### src/sv/four_level_page_table_walker_core_defines.svh
// Assertion macros used by the page table walker top level.
`ifndef FOUR_LEVEL_PAGE_TABLE_WALKER_CORE_DEFINES_SVH
`define FOUR_LEVEL_PAGE_TABLE_WALKER_CORE_DEFINES_SVH

// Implication checked on every clock edge outside reset.
`define FPTW_ASSERT_IMPLIES(label, ante, cons, msg) \
  label: assert property (@(posedge clk) disable iff (rst) (ante) |-> (cons)) \
    else $error(msg);

// Condition that must hold on every clock edge outside reset.
`define FPTW_ASSERT_ALWAYS(label, cond, msg) \
  label: assert property (@(posedge clk) disable iff (rst) (cond)) \
    else $error(msg);

`endif

### src/sv/fptw_pkg.sv
// Shared constants, types and codes of the page table walker.
package fptw_pkg;

  localparam int ROOTS        = 4;
  localparam int TABLE_FRAMES = 64;
  localparam int ENTRIES      = 512;

  localparam int IDX_W   = $clog2(ENTRIES);
  localparam int FRAME_W = $clog2(TABLE_FRAMES);
  localparam int ADDR_W  = FRAME_W + IDX_W;
  localparam int DEPTH   = TABLE_FRAMES * ENTRIES;
  localparam int NFT_W   = $clog2(TABLE_FRAMES + 1);
  localparam int ENTRY_W = 64;
  localparam int VA_W    = 48;
  localparam int PA_W    = 52;
  localparam int PFN_W   = 40;
  localparam int OFS_W   = 12;

  localparam logic [1:0] KIND_LOOKUP = 2'd0;
  localparam logic [1:0] KIND_MAP    = 2'd1;
  localparam logic [1:0] KIND_UNMAP  = 2'd2;

  localparam logic [1:0] STATUS_DONE      = 2'd0;
  localparam logic [1:0] STATUS_NO_MAP    = 2'd1;
  localparam logic [1:0] STATUS_NO_FRAMES = 2'd2;

  localparam logic [1:0] LEVEL_LEAF = 2'd3;
  localparam logic [1:0] LEVEL_LAST_DIR = 2'd2;

  typedef enum logic [2:0] {
    S_CLEAR,
    S_IDLE,
    S_READ,
    S_DATA,
    S_ALLOC,
    S_FINISH
  } fptw_state_t;

  // Decoded view of one table entry.
  typedef struct packed {
    logic               present;
    logic               in_range;
    logic [FRAME_W-1:0] frame;
    logic [PFN_W-1:0]   pfn;
    logic [2:0]         flags;
  } entry_info_t;

  // One port cycle of the table store.
  typedef struct packed {
    logic               we;
    logic [ADDR_W-1:0]  waddr;
    logic [ENTRY_W-1:0] wdata;
    logic [ADDR_W-1:0]  raddr;
  } ram_req_t;

  // Sequencer status seen by the top level.
  typedef struct packed {
    logic             clearing;
    logic [NFT_W-1:0] next_free;
  } seq_stat_t;

endpackage

### src/sv/fptw_entry.sv
// Entry unit: decodes a read table entry and builds directory and leaf entries.
module fptw_entry import fptw_pkg::*; (
  input  logic [ENTRY_W-1:0] rd_entry,
  input  logic [FRAME_W-1:0] alloc_frame,
  input  logic [PA_W-1:0]    leaf_pa,
  input  logic [2:0]         leaf_pf,
  output entry_info_t        info,
  output logic [ENTRY_W-1:0] dir_word,
  output logic [ENTRY_W-1:0] leaf_word
);

  logic [PFN_W-1:0] pfn;

  assign pfn = rd_entry[PFN_W+OFS_W-1:OFS_W];

  always_comb begin
    info.present  = rd_entry[0];
    info.in_range = (pfn < PFN_W'(TABLE_FRAMES));
    info.frame    = pfn[FRAME_W-1:0];
    info.pfn      = pfn;
    // Pack flags as no-execute, user, writable.
    info.flags    = {rd_entry[ENTRY_W-1], rd_entry[2], rd_entry[1]};
  end

  // Directory entry: present, writable and user over the new table frame.
  assign dir_word = {12'b0, PFN_W'(alloc_frame), 9'b0, 3'b111};

  assign leaf_word = {leaf_pf[2], 11'b0, leaf_pa[PA_W-1:OFS_W], 9'b0,
                      leaf_pf[1], leaf_pf[0], 1'b1};

endmodule

### src/sv/fptw_seq.sv
// Walk sequencer: clearing pass, level walk, allocation and result register.
module fptw_seq import fptw_pkg::*; (
  input  logic               clk,
  input  logic               rst,
  input  logic               in_valid,
  output logic               in_ready,
  input  logic [1:0]         kind,
  input  logic [1:0]         root_select,
  input  logic [VA_W-1:0]    virt_addr,
  input  logic [PA_W-1:0]    phys_addr,
  input  logic [2:0]         page_flags,
  output logic               out_valid,
  input  logic               out_ready,
  output logic [1:0]         status,
  output logic [PA_W-1:0]    phys_result,
  output logic [2:0]         leaf_flags,
  output ram_req_t           ram_req,
  input  logic [ENTRY_W-1:0] ram_rdata,
  output seq_stat_t          stat
);

  fptw_state_t state, state_next;

  logic [ADDR_W-1:0]  clr_addr;
  logic [NFT_W-1:0]   next_free;
  logic [FRAME_W-1:0] frame;
  logic [1:0]         level;
  logic [1:0]         item_kind;
  logic [VA_W-1:0]    item_va;
  logic [PA_W-1:0]    item_pa;
  logic [2:0]         item_pf;
  logic [1:0]         res_status;
  logic [PA_W-1:0]    res_phys;
  logic [2:0]         res_flags;

  logic               accept;
  logic               item_ok;
  logic               follow_ok;
  logic               no_room;
  logic               load_out;
  logic [IDX_W-1:0]   ix;
  logic [ADDR_W-1:0]  slot;
  logic [NFT_W-1:0]   need;
  logic [NFT_W-1:0]   avail;
  entry_info_t        ent;
  logic [ENTRY_W-1:0] dir_word;
  logic [ENTRY_W-1:0] leaf_word;

  fptw_entry u_entry (
    .rd_entry   (ram_rdata),
    .alloc_frame(next_free[FRAME_W-1:0]),
    .leaf_pa    (item_pa),
    .leaf_pf    (item_pf),
    .info       (ent),
    .dir_word   (dir_word),
    .leaf_word  (leaf_word)
  );

  always_comb begin
    unique case (level)
      2'd0: ix = item_va[47:39];
      2'd1: ix = item_va[38:30];
      2'd2: ix = item_va[29:21];
      2'd3: ix = item_va[20:12];
    endcase
  end

  assign slot      = {frame, ix};
  assign accept    = in_valid && in_ready;
  assign item_ok   = (32'(root_select) < 32'(ROOTS)) &&
                     (kind == KIND_LOOKUP || kind == KIND_MAP || kind == KIND_UNMAP);
  assign follow_ok = ent.present && ent.in_range;
  assign need      = NFT_W'(LEVEL_LEAF - level);
  assign avail     = (next_free < NFT_W'(TABLE_FRAMES)) ?
                     NFT_W'(TABLE_FRAMES) - next_free : '0;
  assign no_room   = need > avail;
  assign load_out  = (state == S_FINISH) && (!out_valid || out_ready);

  // Next state.
  always_comb begin
    state_next = state;
    unique case (state)
      S_CLEAR:  if (clr_addr == '1) state_next = S_IDLE;
      S_IDLE:   if (accept) state_next = item_ok ? S_READ : S_FINISH;
      S_READ: begin
        if (level == LEVEL_LEAF && item_kind != KIND_LOOKUP) state_next = S_FINISH;
        else state_next = S_DATA;
      end
      S_DATA: begin
        if (level == LEVEL_LEAF) state_next = S_FINISH;
        else if (follow_ok) state_next = S_READ;
        else if (item_kind == KIND_MAP && !no_room) state_next = S_ALLOC;
        else state_next = S_FINISH;
      end
      S_ALLOC:  if (level == LEVEL_LAST_DIR) state_next = S_READ;
      S_FINISH: if (load_out) state_next = S_IDLE;
      default:  state_next = S_CLEAR;
    endcase
  end

  // Handshake and store port.
  always_comb begin
    in_ready      = 1'b0;
    ram_req.we    = 1'b0;
    ram_req.waddr = slot;
    ram_req.wdata = '0;
    ram_req.raddr = slot;
    unique case (state)
      S_CLEAR: begin
        ram_req.we    = 1'b1;
        ram_req.waddr = clr_addr;
      end
      S_IDLE: in_ready = 1'b1;
      S_READ: begin
        if (level == LEVEL_LEAF && item_kind != KIND_LOOKUP) begin
          ram_req.we    = 1'b1;
          ram_req.wdata = (item_kind == KIND_MAP) ? leaf_word : '0;
        end
      end
      S_ALLOC: begin
        ram_req.we    = 1'b1;
        ram_req.wdata = dir_word;
      end
      default: ;
    endcase
  end

  always_ff @(posedge clk) begin
    if (rst) begin
      state     <= S_CLEAR;
      clr_addr  <= '0;
      next_free <= NFT_W'(ROOTS);
      out_valid <= 1'b0;
    end else begin
      state <= state_next;
      if (state == S_CLEAR) begin
        clr_addr <= clr_addr + 1'b1;
      end
      if (state == S_ALLOC) begin
        next_free <= next_free + 1'b1;
      end
      if (load_out) begin
        out_valid <= 1'b1;
      end else if (out_ready) begin
        out_valid <= 1'b0;
      end
    end
  end

  always_ff @(posedge clk) begin
    unique case (state)
      S_IDLE: begin
        if (accept) begin
          item_kind  <= kind;
          item_va    <= virt_addr;
          item_pa    <= phys_addr;
          item_pf    <= page_flags;
          frame      <= FRAME_W'(root_select);
          level      <= '0;
          res_status <= STATUS_NO_MAP;
          res_phys   <= '0;
          res_flags  <= '0;
        end
      end
      S_READ: begin
        if (level == LEVEL_LEAF && item_kind != KIND_LOOKUP) begin
          res_status <= STATUS_DONE;
        end
      end
      S_DATA: begin
        if (level == LEVEL_LEAF) begin
          if (ent.present) begin
            res_status <= STATUS_DONE;
            res_phys   <= {ent.pfn, item_va[OFS_W-1:0]};
            res_flags  <= ent.flags;
          end
        end else if (follow_ok) begin
          frame <= ent.frame;
          level <= level + 2'd1;
        end else if (item_kind == KIND_MAP && no_room) begin
          res_status <= STATUS_NO_FRAMES;
        end
      end
      S_ALLOC: begin
        // Hop into the fresh table; it is all zero, so every lower level misses too.
        frame <= next_free[FRAME_W-1:0];
        level <= level + 2'd1;
      end
      S_FINISH: begin
        if (load_out) begin
          status      <= res_status;
          phys_result <= res_phys;
          leaf_flags  <= res_flags;
        end
      end
      default: ;
    endcase
  end

  assign stat.clearing  = (state == S_CLEAR);
  assign stat.next_free = next_free;

endmodule
### config.mk
export PLATFORM = sky130hd
export DESIGN_NAME = fptw_seq
export DESIGN_NICKNAME = d
export VERILOG_FILES = /design/src/sv/four_level_page_table_walker_core_defines.svh /design/src/sv/fptw_pkg.sv /design/src/sv/fptw_entry.sv /design/src/sv/fptw_seq.sv
export SDC_FILE = /design/constraint.sdc
export NUM_CORES = 1
export LEC_CHECK = 0
export ABC_AREA = 0
export BUFFER_PORTS_ARGS = -buffer_cell sky130_fd_sc_hd__buf_2
export CELL_PAD_IN_SITES_DETAIL_PLACEMENT = 0
export CELL_PAD_IN_SITES_GLOBAL_PLACEMENT = 1
export CORE_MARGIN = 3
export CORE_UTILIZATION = 39
export DETAILED_ROUTE_END_ITERATION = 10
export GPL_TIMING_DRIVEN = 0
export HOLD_SLACK_MARGIN = 0.05
export MAX_ROUTING_LAYER = met4
export PLACE_DENSITY = 0.89
export SLEW_MARGIN = 15
export SYNTH_ARGS = -nofsm -noshare
export SYNTH_HDL_FRONTEND = slang
export SYNTH_SLANG_ARGS = --single-unit
### constraint.sdc
create_clock -name clk -period 7.1 [get_ports clk]
set_clock_uncertainty 0.15 [all_clocks]
set_input_delay 0 -clock clk [delete_from_list [all_inputs] [get_ports clk]]
set_output_delay 0 -clock clk [all_outputs]
set_load 0.02 [all_outputs]
==> results of run 1 <==
## layout by cell type (no fill, tap or decap), types with 7 or more instances in the layout
master	synthesis	final
edfxtp_1	215	215
clkbuf_1	23	25
a222oi_1	9	9
mux2i_1	11	11
and2_1	36	36
nor2_1	34	34
o21ai_0	10	10
clkbuf_16	0	26
buf_2	7	290
buf_4	20	24
ha_1	9	9
conb_1	1	20
mux2_2	15	15
dlygate4sd3_1	0	234
a21oi_1	15	14
xor2_1	12	12
inv_1	17	17
dfxtp_1	26	26
nand3_1	7	7
nor4_1	7	7
and3_1	58	57
nand2_1	22	22
## state kept, by name, indices dropped and copies added, names as in the netlist, 6 cells and up
| register | flops |
|---|---|
| frame | 6 |
| item_pa | 40 |
| next_free | 7 |
| clr_addr | 15 |
| phys_result | 52 |
| res_phys | 52 |
| item_va | 48 |
## where the power goes
part | switching [mW] | internal, mW
Sequential | 0.00230 | 1.53
Clock | 0.556 | 0.749
Combinational | 0.0595 | 0.124
Total | 0.617 | 2.40
## logic make-up after synthesis
| kind of cell | count (synthesis) | synth area share (%) |
|---|---|---|
| DFF | 241 | 74.1 |
| and+or+nand+nor | 196 | 11.7 |
| buffers and inverters | 71 | 3.74 |
| AOI/OAI and AO/OA | 62 | 4.81 |
| muxes | 26 | 2.97 |
| xor gates and xnor gates | 15 | 1.40 |
| adders and majority gates | 9 | 1.20 |
| other | 1 | 0.0399 |
## worst max-delay path by stage
stage / start / to / slack, ps / depth (start not counted)
3_3_place_gp: state[0]$_SDFFE_PP0P_ / res_phys[24]$_SDFFCE_PN0P_ / -1470 / 5
4_1_cts: next_free[1]$_SDFFE_PP0P_ / res_status[1]$_DFFE_PP_ / 3700 / 10
2_1_floorplan: state[0]$_SDFFE_PP0P_ / res_flags[0]$_SDFFCE_PN0P_ / 590 / 5
3_5_place_dp: next_free[0]$_SDFFE_PP0P_ / res_status[1]$_DFFE_PP_ / 3710 / 10
5_1_grt: next_free[0]$_SDFFE_PP0P_ / res_status[1]$_DFFE_PP_ / 3530 / 11
6_report: next_free[0]$_SDFFE_PP0P_ / res_status[1]$_DFFE_PP_ / 3710 / 10
## per-layer routing
metal / vias to the layer above / wire length (um)
met4: 0 / 924
li1: 3445 / -
met3: 64 / 2260
met1: 3498 / 10900
met5: - / 0
met2: 374 / 13700
## worst max-delay path: cells and delay by family (launching register included)
family                     cells  cell delay [ps]
AOI/OAI and AO/OA              3             1050
buffers and inverters          1              110
and+or+nand+nor                4              670
adders and majority gates      2              560
DFF                            1              550
## metrics by stage
| stage | total power, mW | setup TNS (ps) | area [um2] | hold slack (ps) | utilization [%] |
|---|---|---|---|---|---|
| 5_1_grt | 3.11 | 0 | 14600 | 58.8 | 61.9 |
| 3_3_place_gp | 1.64 | -104300 | 11300 | 25.9 | 47.8 |
| 4_1_cts | 3.04 | 0 | 14600 | 50.1 | 61.9 |
| 6_report | 3.02 | 0 | 14600 | 67.9 | 61.9 |
| 2_1_floorplan | 1.59 | 0 | 9480 | -51.1 | - |
| 3_5_place_dp | 1.64 | 0 | 11400 | 28.1 | 48.5 |
## final cells by class
class                           instances  area (um2)
Fill cell                            1712        8990
Sequential cell                       241        6980
Timing Repair Buffer                  525        3880
Multi-Input combinational cell        328        2170
Clock buffer                           28         658
Tap cell                              319         399
Buffer                                 52         280
Clock inverter                         18         170
Inverter                               19        71.3
Antenna cell                            4        10.0
## what timing repair did
action,in CTS,in global routing
hold buffers,234,0
hold endpoints to repair,198,0
gates resized for setup,0,0
==> results.toml, run 1 <==
[status]
status = "completed"

[worst_setup_path]
rr_worst_depth = 10
path_cells = "inv_1 -> ha_1 -> nor2_1 -> nand2_1 -> o41ai_1 -> nand2_1 -> ha_1 -> a221oi_2 -> or3b_1 -> a21oi_1"
worstSetupEndpointType = "flip-flop"
cpMaxStageDelayCell = "dfxtp_1"
r2r_start = "next_free[0]$_SDFFE_PP0P_"
crit_fanout = 8
critical_path_class = "flip-flop to flip-flop"
r2r_slack_ps = 3710
cp.required_ps = 7170
slowest_delay_ps = 550
worst_setup_path_start_kind = "flip-flop"
r2r_end = "res_status[1]$_DFFE_PP_"
cp.arrival_ps = 3460

[placement]
dp_hpwl_um = 16700
gp_congestion = 0.844
placed_cells = 1250
portBuffers = 283
dpl_worst_slack_ps = 3710

[timing]
rsz0062_at_grt = "false"
setup_viol = 0
hold_violations = 0
worst_slack_ps = 3710
finalMaxSlewViolations = 0
min_period_over_period_pct = 47.7
slew_headroom_pct = 52.1
fmax_mhz = 295
period_minus_slack_ps = 3390
worst_pin_slew_ps = 719

[pwr]
power_leakage_nw = 6.13
ir_worst_vdd_v = 0.000219
powerDensity_nw_per_um2 = 207

[floorplanning]
row_count = 56
core_area_um2 = 23600
start_util_pct = 39.8
ios = 337
die_w_um = 161
dieArea_um2 = 26000
dieHeight_um = 161

[clock_tree]
clkLatencyLatePin_ps = 530
cts.sinks = 241
path_clk_slew_ps = 60
cts_max_level = 1
cts_buffers = 26
cts_tree = "done"
cts_root_buffer = "clkbuf_16"
cts_setup_buffers = 0
cts_max_path_buffers = 3

[global_route]
grt_max_degree = 64
antenna_found_initial = 4
use_met1_pct = 25.5
grt_overflow = 0
grt_pass1_wl_um = 42000
gr-max-usage-layer = "met2"
use_met3_pct = 4.51
track_usage_pct = 21.3
first_global_vias = 7643
grt_use_met2_pct = 36.1

[drt]
wl_per_cell_um = 18.1
dr.pass1.iters = 6
vias_per_cell = 4.81
finalWirelength_um = 27700
vias = 7381
first_iter_violations = 609
drc_errors = 0
ant_nets = 0

[hold_path]
min_from = "kind[1]"
hold_depth = 2
holdPathEnd = "item_kind[1]$_DFFE_PP_"
worstHoldPathType = "input pin to flip-flop"

[logic_synthesis]
ys_top_cells_by_count = "edfxtp_1, and3_1, and2_1, nor2_1, dfxtp_1"
yosysMostFrequentCell = "edfxtp_1"
synth_area_um2 = 9410
synth_cell_types = 55
synth-async-reset-ratio_pct = 0
yosys.area.top_type = "edfxtp_1"
synth_top_area_share_pct = 68.6
ys_seq_elements = 241
synth_area_leaders = "edfxtp_1, dfxtp_1, and3_1"
seq_area_frac_synth_pct = 74.1
syn_area_per_cell_um2 = 15.2
synth_edf_count = 215
synth_flop_cell = "edfxtp_1"
synthCells = 621
yosys_warnings = 0

[finish]
syn2layout_area_growth_pct = 55.4
finalNonFillerCells = 1534
nets = 1377
drive_gt1_share_pct = 31.8

[run]
drv_cap = 0
(Power assumes the default switching activity.)
==> run 2, diff against run 1 <==
Clock period 7.1 ns to 3.5 ns, I/O delays scaled along.
==> results.toml, run 2 (synthesized netlist as in run 1, its figures left out) <==
[status]
status = "completed"

[pwr]
seq_power_share_pct = 50.9
internal_power_mw = 4.91
ir_worst_vdd_v = 0.000448
switching_share_pct = 19.7
combPwrFrac_pct = 6.1
pwr-share-clk_pct = 43.1
powerDensity_nw_per_um2 = 420
power_leakage_nw = 6.10
p_switching_mw = 1.21

[clock_tree]
cts_max_path_buffers = 3
path_clk_slew_ps = 60
cts.sinks = 241
cts_max_level = 1
cts_tree = "done"
cts_root_buffer = "clkbuf_16"
cts_buffers = 25
clkLatencyLatePin_ps = 520

[worst_setup_path]
worst_setup_path_start_kind = "flip-flop"
critical_path_class = "flip-flop to flip-flop"
path_cells = "inv_1 -> ha_1 -> nor2_1 -> nand2_1 -> o41ai_2 -> nand2_1 -> ha_1 -> a221oi_2 -> or3b_1 -> a21oi_1"
cp.required_ps = 3560
cp.arrival_ps = 3310
worstSetupEndpointType = "flip-flop"
r2r_start = "next_free[0]$_SDFFE_PP0P_"
cpMaxStageDelayCell = "dfxtp_1"
crit_fanout = 8
slowest_delay_ps = 540
critPathLaunch = "next_free[0]$_SDFFE_PP0P_"

[placement]
placed_cells = 1247
gp_congestion = 0.818
portBuffers = 283
dp_hpwl_um = 16500

[drt]
ant_nets = 0
dr.pass1.iters = 6
vias = 7417
finalWirelength_um = 27700
drc_errors = 0
first_iter_violations = 526
wl_per_cell_um = 18.2
vias_per_cell = 4.86

[floorplanning]
row_count = 56
ios = 337
core_area_um2 = 23600
dieArea_um2 = 26000
start_util_pct = 39.8
die_w_um = 161
dieHeight_um = 161

[finish]
nets = 1372
layout_common_cells = "buf_2, dlygate4sd3_1, edfxtp_1, and3_1, and2_1"
finalNonFillerCells = 1525
final_common_cell = "buf_2"
reg.largest.list = "phys_result (52), res_phys (52), item_va (48)"
syn2layout_area_growth_pct = 54.9
drive_gt1_share_pct = 31.9

[timing]
period_minus_slack_ps = 3250
worst_pin_slew_ps = 797
setup_viol = 0
finalMaxSlewViolations = 0
hold_slack_ps = 57.9
fmax_mhz = 308
rsz0062_at_grt = "false"
slew_headroom_pct = 46.8
min_period_over_period_pct = 92.8
hold_violations = 0

[hold_path]
min_from = "phys_addr[13]"
worstHoldPathType = "input pin to flip-flop"

[global_route]
first_global_vias = 7580
grt_pass1_wl_um = 41600
grt_overflow = 0
track_usage_pct = 21.0
antenna_found_initial = 1
grt_max_degree = 48

[run]
drv_cap = 0
-- run 2: cell types whose count changed in the layout (fill, tap and decap cells not counted), moves of 2 or more --
| cell | before | now |
|---|---|---|
| dlygate4sd3_1 | 234 | 230 |
| buf_4 | 24 | 21 |
| buf_8 | 0 | 2 |
| diode_2 | 4 | 1 |
-- run 2: path summary, 6_finish.rpt --
path	to	slack, ps	cells after the start
hold / removal	item_pa[13]$_DFFE_PP_	60	2
setup reg to reg	res_status[0]$_DFFE_PP_	250	10
setup / recovery	res_status[0]$_DFFE_PP_	250	10
hold reg to reg	phys_result[11]$_DFFE_PP_	260	0
-- run 2: power by group through the flow --
stage	registers [mW]	clock network [mW]	logic [mW]
after floorplan	3.17	0	0.0591
after global placement	3.17	0	0.152
after detailed placement	3.17	0	0.155
after CTS	3.11	2.68	0.354
after global routing	3.11	2.79	0.395
final	3.11	2.63	0.371
-- run 2: timing repair --
item / 4_1_cts / 5_1_grt
gates cloned: 1 / 1
hold buffers: 230 / 0
pin swaps: 1 / 1
gates resized for setup: 0 / 2
endpoints found under the hold margin: 169 / 0
buffers inserted: 0 / 1
endpoints found under the setup margin: 37 / 22
-- run 2: cell type report --
class                   instances  area [um2]
repair buffers                519        3820
multi-input cells             330        2210
inverters                      19        71.3
fillers                      1713        9040
diodes                          1        2.50
clock inverters                15         160
well taps                     319         399
clock buffers                  29         651
flip-flops and latches        241        6980
plain buffers                  52         280
-- run 2: worst max-delay path, delay by kind of cell, from the launching register on --
family	cells	cell delay [ps]
adders and majority gates	2	560
and+or+nand+nor	4	660
DFF	1	540
AOI/OAI and AO/OA	3	910
buffers and inverters	1	120
-- run 2: metal layers --
layer	wire [um]	track usage, %	vias to the layer above
met1	10900	25.0	3509
met5	0	-	-
met3	2300	4.39	71
met4	1020	7.00	0
li1	-	-	3433
met2	13500	35.7	404
-- run 2: per-stage QoR --
step                area (um2)  util (%)  setup TNS (ps)  total power [mW]  setup WS, ps
floorplan                 9510         -               0              3.23           199
global route             14600      61.7               0              6.29          18.2
CTS                      14500      61.6               0              6.14          80.5
global placement         11300      48.0          -35710              3.32          -551
detailed placement       11400      48.4           -5410              3.33          -227
finish                   14600      61.7               0              6.12           252
==> run 3, diff against run 2 <==
Settings changed: MAX_ROUTING_LAYER met4 to unset, SKIP_LAST_GASP set to 1.
==> results.toml, run 3 (synthesized netlist as in run 1, its figures left out) <==
[drt]
dr_wl_met3_um = 2370
vias_per_cell = 4.88
ant_nets = 0
first_iter_violations = 521
wl_per_cell_um = 18.2
dr_wl_met2_um = 13700
drc_errors = 0
highest-signal-layer = "met4"
vias = 7436
dr.pass1.iters = 5
finalWirelength_um = 27800
wl_met1_um = 10800

[worst_setup_path]
crit_fanout = 8
slowest_delay_ps = 550
cp.arrival_ps = 3350
cp.required_ps = 3560
path_cells = "inv_1 -> ha_1 -> nor2_1 -> nand2_1 -> o41ai_2 -> nand2_1 -> ha_1 -> a221oi_2 -> or3b_1 -> a21oi_1"
worstSetupEndpointType = "flip-flop"
worst_setup_path_start_kind = "flip-flop"
critical_path_class = "flip-flop to flip-flop"
cpMaxStageDelayCell = "dfxtp_1"

[run]
drv_cap = 0

[hold_path]
worstHoldPathType = "input pin to flip-flop"

[placement]
portBuffers = 283
gp_congestion = 0.806
dp_hpwl_um = 16500

[timing]
hold_violations = 0
min_period_over_period_pct = 94.0
slew_headroom_pct = 45.9
rsz0062_at_grt = "false"
finalMaxSlewViolations = 0
worst_pin_slew_ps = 811
hold_slack_ps = 61.9
setup_viol = 0
fmax_mhz = 304
period_minus_slack_ps = 3290
fin_tns_setup_ps = 0

[clock_tree]
cts_max_path_buffers = 3
cts.sinks = 241
cts_buffers = 25
cts_root_buffer = "clkbuf_16"
cts_max_level = 1
clkLatencyLatePin_ps = 520
path_clk_slew_ps = 70
cts_tree = "done"

[global_route]
track_usage_pct = 20.4
antenna_found_initial = 1
grt_pass1_wl_um = 41600
first_global_vias = 7552
grt_overflow = 0
grt_max_degree = 48

[finish]
reg.largest.list = "phys_result (52), res_phys (52), item_va (48)"
syn2layout_area_growth_pct = 54.8
layout_common_cells = "buf_2, dlygate4sd3_1, edfxtp_1, and3_1, and2_1"
nets = 1371
drive_gt1_share_pct = 31.9
final_common_cell = "buf_2"

[floorplanning]
start_util_pct = 39.8
core_area_um2 = 23600
ios = 337
dieHeight_um = 161
dieArea_um2 = 26000
row_count = 56
die_w_um = 161

[pwr]
power_leakage_nw = 6.10
combPwrFrac_pct = 6.1
switching_share_pct = 19.8
internal_power_mw = 4.91
pwr-share-clk_pct = 43.1
powerDensity_nw_per_um2 = 420
seq_power_share_pct = 50.8
ir_worst_vdd_v = 0.000455
p_switching_mw = 1.21

[status]
status = "completed"
==> run 3: final cells by class <==
type,instances,area (um2)
buffer,52,280
clock buffer,29,651
tap,319,399
inverter,19,71.3
timing repair buffer,518,3810
sequential,241,6980
fill,1715,9050
antenna,1,2.50
multi-input combinational,330,2210
clock inverter,15,160
==> run 3: metrics by stage <==
stage / power, mW / utilization, % / instance area (um2) / cells / setup WS [ps]
2_1_floorplan: 3.23 / - / 9510 / 640 / 199
3_3_place_gp: 3.32 / 48.0 / 11300 / 1242 / -551
3_5_place_dp: 3.33 / 48.4 / 11400 / 1247 / -227
4_1_cts: 6.14 / 61.6 / 14500 / 1522 / 80.5
5_1_grt: 6.29 / 61.7 / 14600 / 1524 / 18.2
6_report: 6.12 / 61.7 / 14600 / 1524 / 211
==> run 3: repair_timing <==
| action | 4_1_cts | 5_1_grt |
|---|---|---|
| setup buffers | 0 | 0 |
| gates cloned | 1 | 1 |
| endpoints found under the hold margin | 169 | 0 |
| hold buffers | 230 | 0 |
| pin swaps | 1 | 1 |
| setup endpoints to repair | 37 | 22 |
| resized for setup | 0 | 3 |
==> run 3: routing by layer <==
layer	up-vias	global-route usage, %
met2	396	35.7
li1	3428	-
met1	3554	24.7
met4	0	6.80
met3	58	4.87
met5	-	0
==> run 3: worst max-delay path: cells and delay by family, from the launching register on <==
kind	cells	cell delay, ps
adders and majority gates	2	570
and+or+nand+nor	4	670
AOI/OAI and AO/OA	3	910
DFF	1	550
buffers and inverters	1	120
==> run 3: worst paths after layout <==
kind                               end                       start  cells after the start  slack (ps)
max            res_status[0]$_DFFE_PP_   next_free[0]$_SDFFE_PP0P_                     10         210
min              item_pa[13]$_DFFE_PP_               phys_addr[13]                      2          60
max reg2reg    res_status[0]$_DFFE_PP_   next_free[0]$_SDFFE_PP0P_                     10         210
min reg2reg  phys_result[11]$_DFFE_PP_  res_phys[11]$_SDFFCE_PN0P_                      0         260
==> run 3: power by group through the flow <==
stage	registers (mW)	logic (mW)	clock network, mW
after floorplan	3.17	0.0591	0
after global placement	3.17	0.152	0
after detailed placement	3.17	0.155	0
after CTS	3.11	0.354	2.68
after global routing	3.11	0.395	2.79
final	3.11	0.371	2.64
